$ cat src/sv/crc8cfc_pkg.sv
`timescale 1ns / 1ps
// ----------------------------------------------------------------------------
// crc8cfc_pkg
// Shared constants, result type and CRC-8 byte update for the command frame
// checker.
// ----------------------------------------------------------------------------
package crc8cfc_pkg;

   // Frame layout: three payload bytes followed by one check byte
   localparam int unsigned FRAME_BYTES = 4;
   localparam int unsigned POS_W       = $clog2(FRAME_BYTES);
   localparam logic [POS_W-1:0] POS_FIRST = '0;
   localparam logic [POS_W-1:0] POS_GAIN_HI = POS_W'(0);
   localparam logic [POS_W-1:0] POS_GAIN_LO = POS_W'(1);
   localparam logic [POS_W-1:0] POS_SCAN    = POS_W'(2);
   localparam logic [POS_W-1:0] POS_CHECK   = POS_W'(FRAME_BYTES - 1);

   // CRC-8, polynomial 0x31, MSB first, no final XOR
   localparam logic [7:0] CRC_POLY = 8'h31;
   localparam logic [7:0] CRC_INIT = 8'hFF;

   // Reply codes
   localparam logic [1:0] REPLY_ERR = 2'd1;
   localparam logic [1:0] REPLY_OK  = 2'd2;

   // Output tdata width, padded to whole bytes
   localparam int unsigned RSP_FIELD_W = 2 + 16 + 8;
   localparam int unsigned RSP_DATA_W  = ((RSP_FIELD_W + 7) / 8) * 8;

   typedef struct packed {
      logic [1:0]  reply_byte;
      logic        frame_valid;
      logic [15:0] gain_word;
      logic [7:0]  scan_time;
   } result_type;

   // Fold one byte into the running CRC, one bit per step
   function automatic logic [7:0] crc8_update(input logic [7:0] crc, input logic [7:0] b);
      logic [7:0] c;
      c = crc ^ b;
      for (int k = 0; k < 8; k++) begin
         if (c[7]) begin
            c = {c[6:0], 1'b0} ^ CRC_POLY;
         end else begin
            c = {c[6:0], 1'b0};
         end
      end
      return c;
   endfunction

endpackage

$ cat src/sv/crc8cfc_assembler.sv
`timescale 1ns / 1ps
// ----------------------------------------------------------------------------
// crc8cfc_assembler
// Tracks the byte position in the frame, keeps the running CRC and the payload
// bytes, and builds the result when the check byte arrives.
// ----------------------------------------------------------------------------
module crc8cfc_assembler
   import crc8cfc_pkg::*;
(
   input  logic        clock,
   input  logic        reset,
   input  logic        byte_accept,
   input  logic [7:0]  byte_data,
   output logic        at_check,
   output logic        result_load,
   output result_type  result
);

   logic [POS_W-1:0] pos_ff, pos_in;
   logic [7:0]       crc_ff, crc_in;
   logic [7:0]       gain_hi_ff, gain_hi_in;
   logic [7:0]       gain_lo_ff, gain_lo_in;
   logic [7:0]       scan_ff, scan_in;
   logic             crc_match;

   assign at_check    = (pos_ff == POS_CHECK);
   assign result_load = byte_accept && at_check;
   assign crc_match   = (byte_data == crc_ff);

   // Build the result for the check byte
   always_comb begin
      if (crc_match) begin
         result.reply_byte  = REPLY_OK;
         result.frame_valid = 1'b1;
         result.gain_word   = {gain_hi_ff, gain_lo_ff};
         result.scan_time   = scan_ff;
      end else begin
         result.reply_byte  = REPLY_ERR;
         result.frame_valid = 1'b0;
         result.gain_word   = '0;
         result.scan_time   = '0;
      end
   end

   // Advance position and CRC, capture payload bytes
   always_comb begin
      pos_in     = pos_ff;
      crc_in     = crc_ff;
      gain_hi_in = gain_hi_ff;
      gain_lo_in = gain_lo_ff;
      scan_in    = scan_ff;
      if (byte_accept) begin
         if (at_check) begin
            pos_in = POS_FIRST;
            crc_in = CRC_INIT;
         end else begin
            pos_in = pos_ff + POS_W'(1);
            crc_in = crc8_update(crc_ff, byte_data);
            unique case (pos_ff)
               POS_GAIN_HI: gain_hi_in = byte_data;
               POS_GAIN_LO: gain_lo_in = byte_data;
               default:     scan_in    = byte_data;
            endcase
         end
      end
   end

   // Hold control state under reset
   always_ff @(posedge clock) begin
      if (reset) begin
         pos_ff <= POS_FIRST;
         crc_ff <= CRC_INIT;
      end else begin
         pos_ff <= pos_in;
         crc_ff <= crc_in;
      end
   end

   // Payload bytes need no reset
   always_ff @(posedge clock) begin
      gain_hi_ff <= gain_hi_in;
      gain_lo_ff <= gain_lo_in;
      scan_ff    <= scan_in;
   end

endmodule

$ cat src/sv/crc8cfc_out_reg.sv
`timescale 1ns / 1ps
// ----------------------------------------------------------------------------
// crc8cfc_out_reg
// Result register: holds one finished item until the downstream side takes it.
// ----------------------------------------------------------------------------
module crc8cfc_out_reg
   import crc8cfc_pkg::*;
(
   input  logic       clock,
   input  logic       reset,
   input  logic       load,
   input  result_type load_data,
   input  logic       take,
   output logic       full,
   output result_type data
);

   logic       valid_ff, valid_in;
   result_type data_ff, data_in;

   // Load a new item, drop a taken one, otherwise hold
   always_comb begin
      valid_in = valid_ff;
      data_in  = data_ff;
      if (load) begin
         valid_in = 1'b1;
         data_in  = load_data;
      end else if (take) begin
         valid_in = 1'b0;
      end
   end

   always_ff @(posedge clock) begin
      if (reset) begin
         valid_ff <= 1'b0;
      end else begin
         valid_ff <= valid_in;
      end
   end

   always_ff @(posedge clock) begin
      data_ff <= data_in;
   end

   assign full = valid_ff;
   assign data = data_ff;

endmodule

$ cat src/sv/crc8_command_frame_checker_core.sv
`timescale 1ns / 1ps
// A result item appears in the cycle after the frame's check byte is accepted.
// Throughput: one byte per cycle; bytes 0 to 2 are always taken at once, the check
// byte waits only while a previous result sits unread in the result register.
// Reset: synchronous, clears the byte position to zero, the CRC to 0xFF and the
// result register's valid flag.
// ----------------------------------------------------------------------------
// crc8_command_frame_checker_core
// Collects four-byte command frames, checks the CRC-8 trailer and answers
// with the gain word and scan time or a checksum error.
// ----------------------------------------------------------------------------
module crc8_command_frame_checker_core
   import crc8cfc_pkg::*;
(
   input  logic                  clock,
   input  logic                  reset,
   input  logic                  req_tvalid,
   output logic                  req_tready,
   input  logic [7:0]            req_tdata,  // [7:0] rx_byte
   output logic                  rsp_tvalid,
   input  logic                  rsp_tready,
   output logic [RSP_DATA_W-1:0] rsp_tdata,  // [1:0] reply_byte, [17:2] gain_word,
                                             // [25:18] scan_time, rest zero
   output logic                  rsp_tuser   // [0] frame_valid
);

   logic       byte_accept;
   logic       at_check;
   logic       result_load;
   logic       out_full;
   result_type result;
   result_type out_data;

   // Take payload bytes always, the check byte when the result slot frees up
   assign req_tready  = !at_check || !out_full || rsp_tready;
   assign byte_accept = req_tvalid && req_tready;

   crc8cfc_assembler u_assembler (
      .clock       (clock),
      .reset       (reset),
      .byte_accept (byte_accept),
      .byte_data   (req_tdata),
      .at_check    (at_check),
      .result_load (result_load),
      .result      (result)
   );

   crc8cfc_out_reg u_out_reg (
      .clock     (clock),
      .reset     (reset),
      .load      (result_load),
      .load_data (result),
      .take      (rsp_tready),
      .full      (out_full),
      .data      (out_data)
   );

   // Pack the result fields, lowest field first
   assign rsp_tvalid = out_full;
   assign rsp_tuser  = out_data.frame_valid;
   assign rsp_tdata  = RSP_DATA_W'({out_data.scan_time, out_data.gain_word,
                                    out_data.reply_byte});

endmodule

$ cat config.mk
export PLATFORM = sky130hd
export DESIGN_NAME = crc8_command_frame_checker_core
export DESIGN_NICKNAME = d
export VERILOG_FILES = /design/src/sv/crc8cfc_pkg.sv /design/src/sv/crc8cfc_assembler.sv /design/src/sv/crc8cfc_out_reg.sv /design/src/sv/crc8_command_frame_checker_core.sv
export SDC_FILE = /design/constraint.sdc
export NUM_CORES = 1
export LEC_CHECK = 0
export BUFFER_PORTS_ARGS = -buffer_cell sky130_fd_sc_hd__buf_4
export CAP_MARGIN = 20
export CORE_MARGIN = 2
export CORE_UTILIZATION = 47
export DETAILED_ROUTE_END_ITERATION = 12
export GPL_TIMING_DRIVEN = 0
export PLACE_DENSITY_LB_ADDON = 0.3
export SLEW_MARGIN = 20
export SYNTH_ARGS = -nofsm -noshare
export SYNTH_HDL_FRONTEND = slang
export SYNTH_SLANG_ARGS = --single-unit
$ cat constraint.sdc
create_clock -name clock -period 2.2 [get_ports clock]
set_clock_uncertainty 0.1 [all_clocks]
set_input_delay 0.11 -clock clock [delete_from_list [all_inputs] [get_ports clock]]
set_output_delay 0.11 -clock clock [all_outputs]
set_load 0.005 [all_outputs]
==> results of run 1 <==
worst paths after layout:
| check | startpoint | cells past startpoint | slack [ns] | endpoint |
|---|---|---|---|---|
| hold reg to reg | u_assembler.scan_ff[6] | 1 | 0.42 | u_out_reg.data[6] |
| setup reg to reg | u_assembler.pos_ff[0] | 4 | 0.17 | u_assembler.gain_lo_ff[1] |
| setup / recovery | u_assembler.pos_ff[0] | 4 | 0.17 | u_assembler.gain_lo_ff[1] |
| hold / removal | rsp_tready | 5 | 0.26 | u_assembler.crc_ff[0] |
metrics by stage:
stage	utilization	worst slack (ns)	hold WS, ns
after floorplan	-	0.486	0.109
after global placement	0.563	0.162	0.232
after detailed placement	0.563	0.165	0.229
after CTS	0.632	0.149	0.232
after global routing	0.633	0.0453	0.296
final	0.633	0.167	0.258
layout make-up:
cell class,count,area [um^2]
Buffer,12,73.8
Clock buffer,9,124
Clock inverter,7,114
Fill cell,384,1860
Inverter,5,18.8
Multi-Input combinational cell,87,664
Sequential cell,61,1720
Tap cell,70,87.6
Timing Repair Buffer,51,410
metal layers:
metal  GRT usage  vias up  share of wire
li1            -      673              -
met1       0.165      625           0.43
met2       0.240       34           0.50
met3      0.0332        9          0.045
met4       0.115        0          0.024
met5           0        -              0
where the power goes:
| group | internal, mW | total [mW] | switching, mW |
|---|---|---|---|
| clock network | 0.745 | 1.17 | 0.424 |
| logic | 0.327 | 0.646 | 0.319 |
| registers | 1.32 | 1.37 | 0.0458 |
| total | 2.39 | 3.18 | 0.789 |
flip-flops by register name, indices dropped and copies added (netlist names):
signal	flops
u_assembler.pos_ff	2
u_out_reg.full	1
u_assembler.crc_ff	8
u_out_reg.data	26
u_assembler.scan_ff	8
u_assembler.gain_hi_ff	8
u_assembler.gain_lo_ff	8
placed cells by master, fill, tap and decap left out, types with 5 or more instances in the layout:
master         Yosys  final
and2_1            25     25
buf_4              7     47
clkbuf_8           0      9
conb_1             1      6
dfxtp_1           11     11
dlygate4sd3_1      0     11
edfxtp_1          50     50
inv_1              5      5
nand2b_1           7      7
nor2_1             5      5
xnor2_1            8      8
xnor2_2            6      6
xor2_1             7      7
critical path: cells and delay by family (launching register included):
family        cells  cell delay, ns
buf+inv           1            0.19
fa+ha+maj         1            0.23
flops             1            0.33
simple gates      2            0.81
cells by family (layout without fill, tap and decap cells):
| family | Yosys count | count (layout) | synth area share |
|---|---|---|---|
| muxes | 1 | 1 | 0.00459 |
| xor gates and xnor gates | 21 | 21 | 0.0934 |
| buffers and inverters | 17 | 84 | 0.0378 |
| other | 1 | 6 | 0.00153 |
| and+or+nand+nor | 45 | 45 | 0.110 |
| DFF | 61 | 61 | 0.702 |
| AOI/OAI and AO/OA | 10 | 10 | 0.0306 |
| adders and majority gates | 4 | 4 | 0.0204 |
timing repair:
item	4_1_cts	5_1_grt
hold endpoints to repair	26	0
setup buffers	0	0
setup endpoints to repair	0	19
resized for setup	0	1
hold buffers	11	0
==> impl_metrics.csv, run 1 <==
group,metric,value,unit
power_and_ir_drop,power_leakage,1.30,nW
setup_path,critPathKind,"reg2reg",
placement,dp_hpwl,2450,um
sta,setup_viol,0,
placement,io_buffers,40,
setup_path,critPathMaxFanout,8,
drt,viasPerCell,4.44,
sta,period_needed,2.03,ns
die,row_count,26,
clock_tree,numCtsBuffers,9,
die,die_area,0.00581,mm^2
clock_tree,ctsHtreeMaxLevel,3,
setup_path,cp_slowest_cell,"nor2_1",
power_and_ir_drop,p_per_area,990,mW/mm^2
sta,slew_headroom,0.457,
drt,drt-total-wl,3830,um
drt,vias,1341,
drt,drc_errors,0,
sta,fin_crit_sh,0.924,
synthesis,ys.flop_type,"edfxtp_1",
cells_and_area,diodes,0,
synthesis,synth.yosys.seq_area_share,0.702,
synthesis,synth_top_area_cell,"edfxtp_1",
run_status,status,"finished clean",
power_and_ir_drop,finalPower,3.18,mW
sta,fmax,492,MHz
cells_and_area,area_delta_synth_final,31.1,%
power_and_ir_drop,ir_drop,0.000598,V
placement,place.gp.congestion,0.749,
global_routing,grt_start_max_net_pins,27,
drt,drt-initial-drc-count,60,
synthesis,synth.most_common_cell,"edfxtp_1",
cells_and_area,fin_nets,243,
placement,dp_cells,275,
synthesis,yosysTopAreaCellShare,0.612,
min_path,holdCritPathClass,"in2reg",
drt,wl_per_cell,12.7,um
synthesis,synthTopCellsByArea,"edfxtp_1, dfxtp_1, and2_1",
global_routing,grt_antenna_before_repair,0,
die,io_pins,47,
setup_path,cp-start-kind,"flop",
synthesis,synth_edf_count,50,
global_routing,grt_pass1_vias,1293,
sta,worstMarginPinSlew,0.812,ns
sta,fin_tns_setup,0,ns
global_routing,grt_pass1_wl,6210,um
synthesis,synth_area_per_cell,15.3,um^2
placement,postPlaceCellArea,0.00286,mm^2
die,initial_core_util,0.483,
clock_tree,cts_root_buf,"clkbuf_8",
clock_tree,cts_tree,"built",
synthesis,syn_inst,160,
clock_tree,clk_latency,0.33,ns
global_routing,overflow,0,
cells_and_area,drive_gt1_frac,0.319,
clock_tree,clockBufferDepth,2,
setup_path,worst_ep_arrival_time,1.90,ns
setup_path,cp.required,2.07,ns
clock_tree,cts_sinks,61,
synthesis,ys_ff_latch,61,
sta,drv_slew,0,
setup_path,critPathMaxStageDelay,0.66,ns
sta,grt_setup_unrepaired,"no",
cells_and_area,final_cells,302,
synthesis,synth_common_cells,"edfxtp_1, and2_1, dfxtp_1",
setup_path,cp-end-kind,"flop",
die,die_y,76.2,um
global_routing,grt_usage,0.146,
drt,firstDrtPassIters,6,
synthesis,synth_warnings,0,
synthesis,synth_area,0.00245,mm^2
synthesis,ys_types,24,
synthesis,synthArstFlopShare,0,
run,cap_violations,0,
clock_tree,clk_pin_slew,0.06,ns
cells_and_area,fin_area,0.00321,mm^2
die,die_x,76.2,um
drt,drtAntennaViolNets,0,
die,core-area,0.00507,mm^2
sta,hold_viol,0,
setup_path,cp_cell_sequence,"ha_1, nand2b_1, clkbuf_1, nor2_1",
No activity file was read; power rests on OpenSTA's default activity.
==> run 2: changes to the inputs <==
ABC_AREA = 1   (was not set)
==> impl_metrics.csv, run 2 <==
group,metric,value,unit
synthesis,synthTopCellsByArea,"edfxtp_1, dfxtp_1, nand2_1",
clock_tree,cts_root_buf,"clkbuf_8",
drt,vias,1727,
synthesis,synthArstFlopShare,0,
die,io_pins,47,
cells_and_area,final_common_cell,"nand2_1",
drt,firstDrtPassIters,4,
drt,drtAntennaViolNets,0,
sta,fin_crit_sh,0.942,
setup_path,cp_cell_sequence,"ha_1, nand3_1, nand2_1, clkinvlp_4, nand2_2, clkinvlp_4, buf_12",
synthesis,synth.most_common_cell,"nand2_1",
synthesis,synth_common_cells,"nand2_1, edfxtp_1, inv_1",
sta,setup_viol,0,
clock_tree,clk_pin_slew,0.06,ns
drt,dr_wl_met3,193,um
sta,period_needed,2.07,ns
sta,whs,0.0418,ns
clock_tree,clockBufferDepth,2,
setup_path,crit_top_cell,"clkinvlp_4",
synthesis,synth_top_area_cell,"edfxtp_1",
synthesis,synth_warnings,0,
setup_path,cp_slowest_cell,"dfxtp_1",
drt,drt-met1-wl,1770,um
sta,fmax,483,MHz
cells_and_area,largest_reg_flops,26,
clock_tree,clk_latency,0.32,ns
min_path,whs_path_depth,6,
global_routing,grt_pass1_wl,7170,um
synthesis,synth_area,0.00267,mm^2
synthesis,ys_types,25,
sta,worstMarginPinSlew,0.793,ns
placement,place.gp.congestion,0.792,
synthesis,ys.flop_type,"edfxtp_1",
synthesis,syn_inst,246,
setup_path,cp.required,2.19,ns
setup_path,rrSetupSlack,0.13,ns
setup_path,cp-startpoint,"u_assembler.pos_ff[0]",
power_and_ir_drop,p_per_area,828,mW/mm^2
die,row_count,27,
drt,wl_met2,2370,um
power_and_ir_drop,power_leakage,1.63,nW
setup_path,cp_top_family,"simple AND/OR/NAND/NOR gates",
power_and_ir_drop,finalPower,2.87,mW
placement,dp_hpwl,2900,um
global_routing,grt_antenna_before_repair,0,
min_path,hold_end,"u_out_reg.full",
setup_path,critPathKind,"reg2reg",
drt,drt-initial-drc-count,76,
drt,viasPerCell,4.41,
sta,drv_slew,0,
clock_tree,cts_tree,"built",
die,die_x,79.3,um
synthesis,ys_ff_latch,61,
drt,highest_layer,"met4",
setup_path,cp-end-kind,"flop",
synthesis,synth_area_per_cell,10.8,um^2
placement,io_buffers,40,
setup_path,r2r-end,"u_out_reg.data[3]",
setup_path,reg2regPathDepth,7,
setup_path,regToRegStartpoint,"u_assembler.pos_ff[0]",
setup_path,critPathMaxStageDelay,0.36,ns
clock_tree,ctsHtreeMaxLevel,3,
cells_and_area,final-seq-area,0.00172,mm^2
cells_and_area,diodes,0,
drt,drc_errors,0,
synthesis,synth_edf_count,50,
setup_path,critPathBufInv,3,
sta,hold_viol,0,
clock_tree,numCtsBuffers,9,
drt,wl_per_cell,11.3,um
sta,fin_tns_setup,0,ns
synthesis,synth.yosys.seq_area_share,0.646,
die,core-area,0.00551,mm^2
die,initial_core_util,0.484,
global_routing,grt_usage,0.156,
global_routing,grt_start_max_net_pins,14,
setup_path,cp-start-kind,"flop",
setup_path,worst_ep_arrival_time,2.06,ns
cells_and_area,multiInputGateArea,727,um^2
drt,drt-total-wl,4430,um
power_and_ir_drop,ir_drop,0.000377,V
sta,grt_setup_unrepaired,"no",
cells_and_area,fin_nets,332,
die,die_y,79.3,um
global_routing,grt_pass1_vias,1618,
setup_path,critPathMaxFanout,13,
die,die_area,0.00629,mm^2
cells_and_area,fin_area,0.00347,mm^2
cells_and_area,area_delta_synth_final,30.1,%
sta,slew_headroom,0.469,
run,cap_violations,0,
placement,postPlaceCellArea,0.00307,mm^2
cells_and_area,final_cells,392,
clock_tree,cts_sinks,61,
min_path,hp-start,"rsp_tready",
cells_and_area,drive_gt1_frac,0.316,
cells_and_area,final_cell_mix,"nand2_1, edfxtp_1, buf_4",
global_routing,overflow,0,
cells_and_area,fillers,427,
min_path,holdCritPathClass,"in2reg",
run_status,status,"finished clean",
placement,dp_cells,363,
synthesis,yosysTopAreaCellShare,0.563,
-- run 2: cell count changes after synthesis, sizes merged, moves of 7 or more --
cell	change
and2	-25
inv	+41
nand2	+56
nand2b	-7
nand3	+8
nor2	+27
xnor2	-10
-- run 2: metal layers --
layer / vias up / track usage
li1: 899 / -
met1: 781 / 0.168
met2: 38 / 0.275
met3: 9 / 0.0466
met4: 0 / 0.0810
met5: - / 0
-- run 2: how the worst max path moves through the flow --
stage / to / cells after the start / slack (ns)
6_report: u_out_reg.data[3] / 7 / 0.13
3_5_place_dp: u_assembler.gain_hi_ff[7] / 6 / -0.21
4_1_cts: u_out_reg.data[8] / 6 / 0.04
5_1_grt: u_assembler.gain_lo_ff[0] / 6 / 0.01
3_3_place_gp: u_assembler.gain_lo_ff[0] / 6 / -0.24
2_1_floorplan: u_out_reg.data[0] / 6 / 0.23
-- run 2: what timing repair did --
action / in CTS / in global routing
hold endpoints to repair: 25 / 0
endpoints found under the setup margin: 42 / 29
hold buffers: 9 / 0
cloned: 1 / 0
buffers inserted: 2 / 2
gates resized for setup: 7 / 2
pin swaps: 0 / 1
-- run 2: layout make-up --
type / count / share of cell area
inverter: 47 / 0.0530
timing repair buffer: 53 / 0.128
sequential: 61 / 0.497
buffer: 10 / 0.0227
clock inverter: 6 / 0.0256
tap: 72 / 0.0260
multi-input combinational: 133 / 0.210
timing repair inverter: 1 / 0.00217
clock buffer: 9 / 0.0357
-- run 2: stage by stage --
stage,util,setup slack (ns)
2_1_floorplan,-,0.232
5_1_grt,0.630,0.0117
3_3_place_gp,0.558,-0.236
3_5_place_dp,0.558,-0.213
6_report,0.630,0.129
4_1_cts,0.621,0.0369
-- run 2: cell families after synthesis --
logic type               share of synthesized area
AO/OA/AOI/OAI                               0.0254
XOR/XNOR                                    0.0385
adder cells (fa/ha/maj)                     0.0188
buffers and inverters                       0.0958
other                                      0.00141
AND/OR/NAND/NOR                              0.174
flip-flops                                   0.646
-- run 2: worst min-delay path: cells and delay by family --
family | cells | cell delay [ns]
and+or+nand+nor | 3 | 0.16
buffers and inverters | 3 | 0.15
-- run 2: power breakdown --
group          internal [mW]  switching [mW]  total [mW]
sequential              1.31          0.0368        1.34
combinational          0.197           0.281       0.478
clock                  0.630           0.418        1.05
total                   2.13           0.736        2.87
==> run 3: changes to the inputs <==
CELL_PAD_IN_SITES_DETAIL_PLACEMENT = 1   (was not set)
CELL_PAD_IN_SITES_GLOBAL_PLACEMENT = 2   (was not set)
CORE_UTILIZATION = 35   (was 47)
==> impl_metrics.csv, run 3 (synthesized netlist as in run 2, its figures left out) <==
group,metric,value,unit
sta,fin_ws,0.133,ns
cells_and_area,fin_nets,334,
placement,dp_hpwl,3770,um
drt,drc_errors,0,
die,core-area,0.00733,mm^2
drt,vias,1818,
die,die_x,91.3,um
placement,io_buffers,40,
global_routing,grt_pass1_vias,1831,
setup_path,cp-end-kind,"flop",
placement,place_ws,-0.353,ns
placement,dp_cells,390,
clock_tree,clockBufferDepth,2,
clock_tree,clk_latency,0.34,ns
clock_tree,clk_pin_slew,0.06,ns
sta,worstMarginPinSlew,0.875,ns
drt,drtAntennaViolNets,0,
clock_tree,cts_sinks,61,
setup_path,worst_ep_arrival_time,1.93,ns
drt,drt-total-wl,5450,um
sta,fin_tns_setup,0,ns
power_and_ir_drop,p_per_area,795,mW/mm^2
cells_and_area,fillers,814,
sta,fin_crit_sh,0.940,
cells_and_area,diodes,0,
die,initial_core_util,0.364,
sta,fmax,484,MHz
cells_and_area,area_delta_synth_final,30.8,%
die,die_area,0.00833,mm^2
clock_tree,numCtsBuffers,9,
power_and_ir_drop,ir_drop,0.000331,V
die,die_y,91.3,um
global_routing,grt_usage,0.142,
global_routing,grt_start_max_net_pins,14,
global_routing,overflow,0,
power_and_ir_drop,finalPower,2.77,mW
sta,slew_headroom,0.414,
global_routing,grt_pass1_wl,8780,um
sta,whs,0.00680,ns
global_routing,grt_antenna_before_repair,0,
clock_tree,cts_tree,"built",
drt,firstDrtPassIters,4,
setup_path,critPathMaxFanout,8,
min_path,holdCritPathClass,"in2reg",
clock_tree,cts_root_buf,"clkbuf_8",
placement,place.gp.congestion,0.720,
sta,hold_viol,0,
cells_and_area,final_cell_mix,"nand2_1, buf_4, edfxtp_1",
cells_and_area,multiInputGateArea,727,um^2
die,io_pins,47,
setup_path,cp-start-kind,"flop",
cells_and_area,final_common_cell,"nand2_1",
drt,wl_per_cell,12.9,um
clock_tree,ctsHtreeMaxLevel,3,
cells_and_area,drive_gt1_frac,0.313,
die,row_count,31,
cells_and_area,final-seq-area,0.00172,mm^2
setup_path,cp.required,2.06,ns
drt,drt-initial-drc-count,43,
cells_and_area,final_cells,422,
sta,period_needed,2.07,ns
sta,drv_slew,0,
cells_and_area,largest_reg_flops,26,
drt,viasPerCell,4.31,
sta,setup_viol,0,
run,cap_violations,0,
setup_path,critPathKind,"reg2reg",
run_status,status,"finished clean",
power_and_ir_drop,power_leakage,1.63,nW
sta,grt_setup_unrepaired,"yes",
run 3: cell types whose count changed in the layout (fill, tap and decap cells not counted), sizes merged:
cell / delta
clkinv: +1
bufinv: -1
buf: +2
clkbuf: +2
clkinvlp: -1
run 3: final cells by class:
class | instances | area share
repair inverters | 1 | 0.00215
repair buffers | 55 | 0.132
plain buffers | 10 | 0.0226
flip-flops and latches | 61 | 0.494
well taps | 99 | 0.0355
inverters | 47 | 0.0528
multi-input cells | 133 | 0.209
clock inverters | 5 | 0.0147
clock buffers | 11 | 0.0377
run 3: power breakdown:
group	internal, mW	leakage (nW)	total, mW	switching, mW
sequential	1.31	0.601	1.34	0.0352
clock	0.516	0.0907	0.946	0.430
combinational	0.197	0.935	0.486	0.289
run 3: layer usage:
metal,vias up,track usage,share of wire
met5,-,0,0
met4,0,0.0644,0.021
met3,10,0.0373,0.035
met2,37,0.268,0.54
met1,864,0.144,0.41
li1,907,-,-
run 3: final timing paths:
check | startpoint | end | slack (ns) | cells past startpoint
hold reg to reg | u_assembler.crc_ff[0] | u_assembler.crc_ff[0] | 0.42 | 2
setup reg to reg | u_assembler.pos_ff[0] | u_assembler.scan_ff[3] | 0.13 | 4
hold / removal | rsp_tready | u_out_reg.full | 0.007 | 6
setup / recovery | u_assembler.pos_ff[0] | u_assembler.scan_ff[3] | 0.13 | 4
run 3: stage by stage:
| step | utilization | instance area (um^2) |
|---|---|---|
| final | 0.476 | 3490 |
| after global routing | 0.476 | 3490 |
| after CTS | 0.470 | 3440 |
| after detailed placement | 0.424 | 3110 |
| after global placement | 0.424 | 3110 |
| after floorplan | - | 2680 |
run 3: worst max-delay path, cell delays in order, from the launching register on:
cell	delay [ns]
dfxtp_1	0.33
ha_1	0.24
nand3_1	0.12
nand2_1	0.18
nor2_1	0.72
run 3: timing repair:
action,in CTS,in global routing
cloned,1,0
setup endpoints to repair,42,42
endpoints found under the hold margin,25,0
pin swaps,0,1
resized for setup,6,3
hold buffers,9,0
setup buffers,3,3
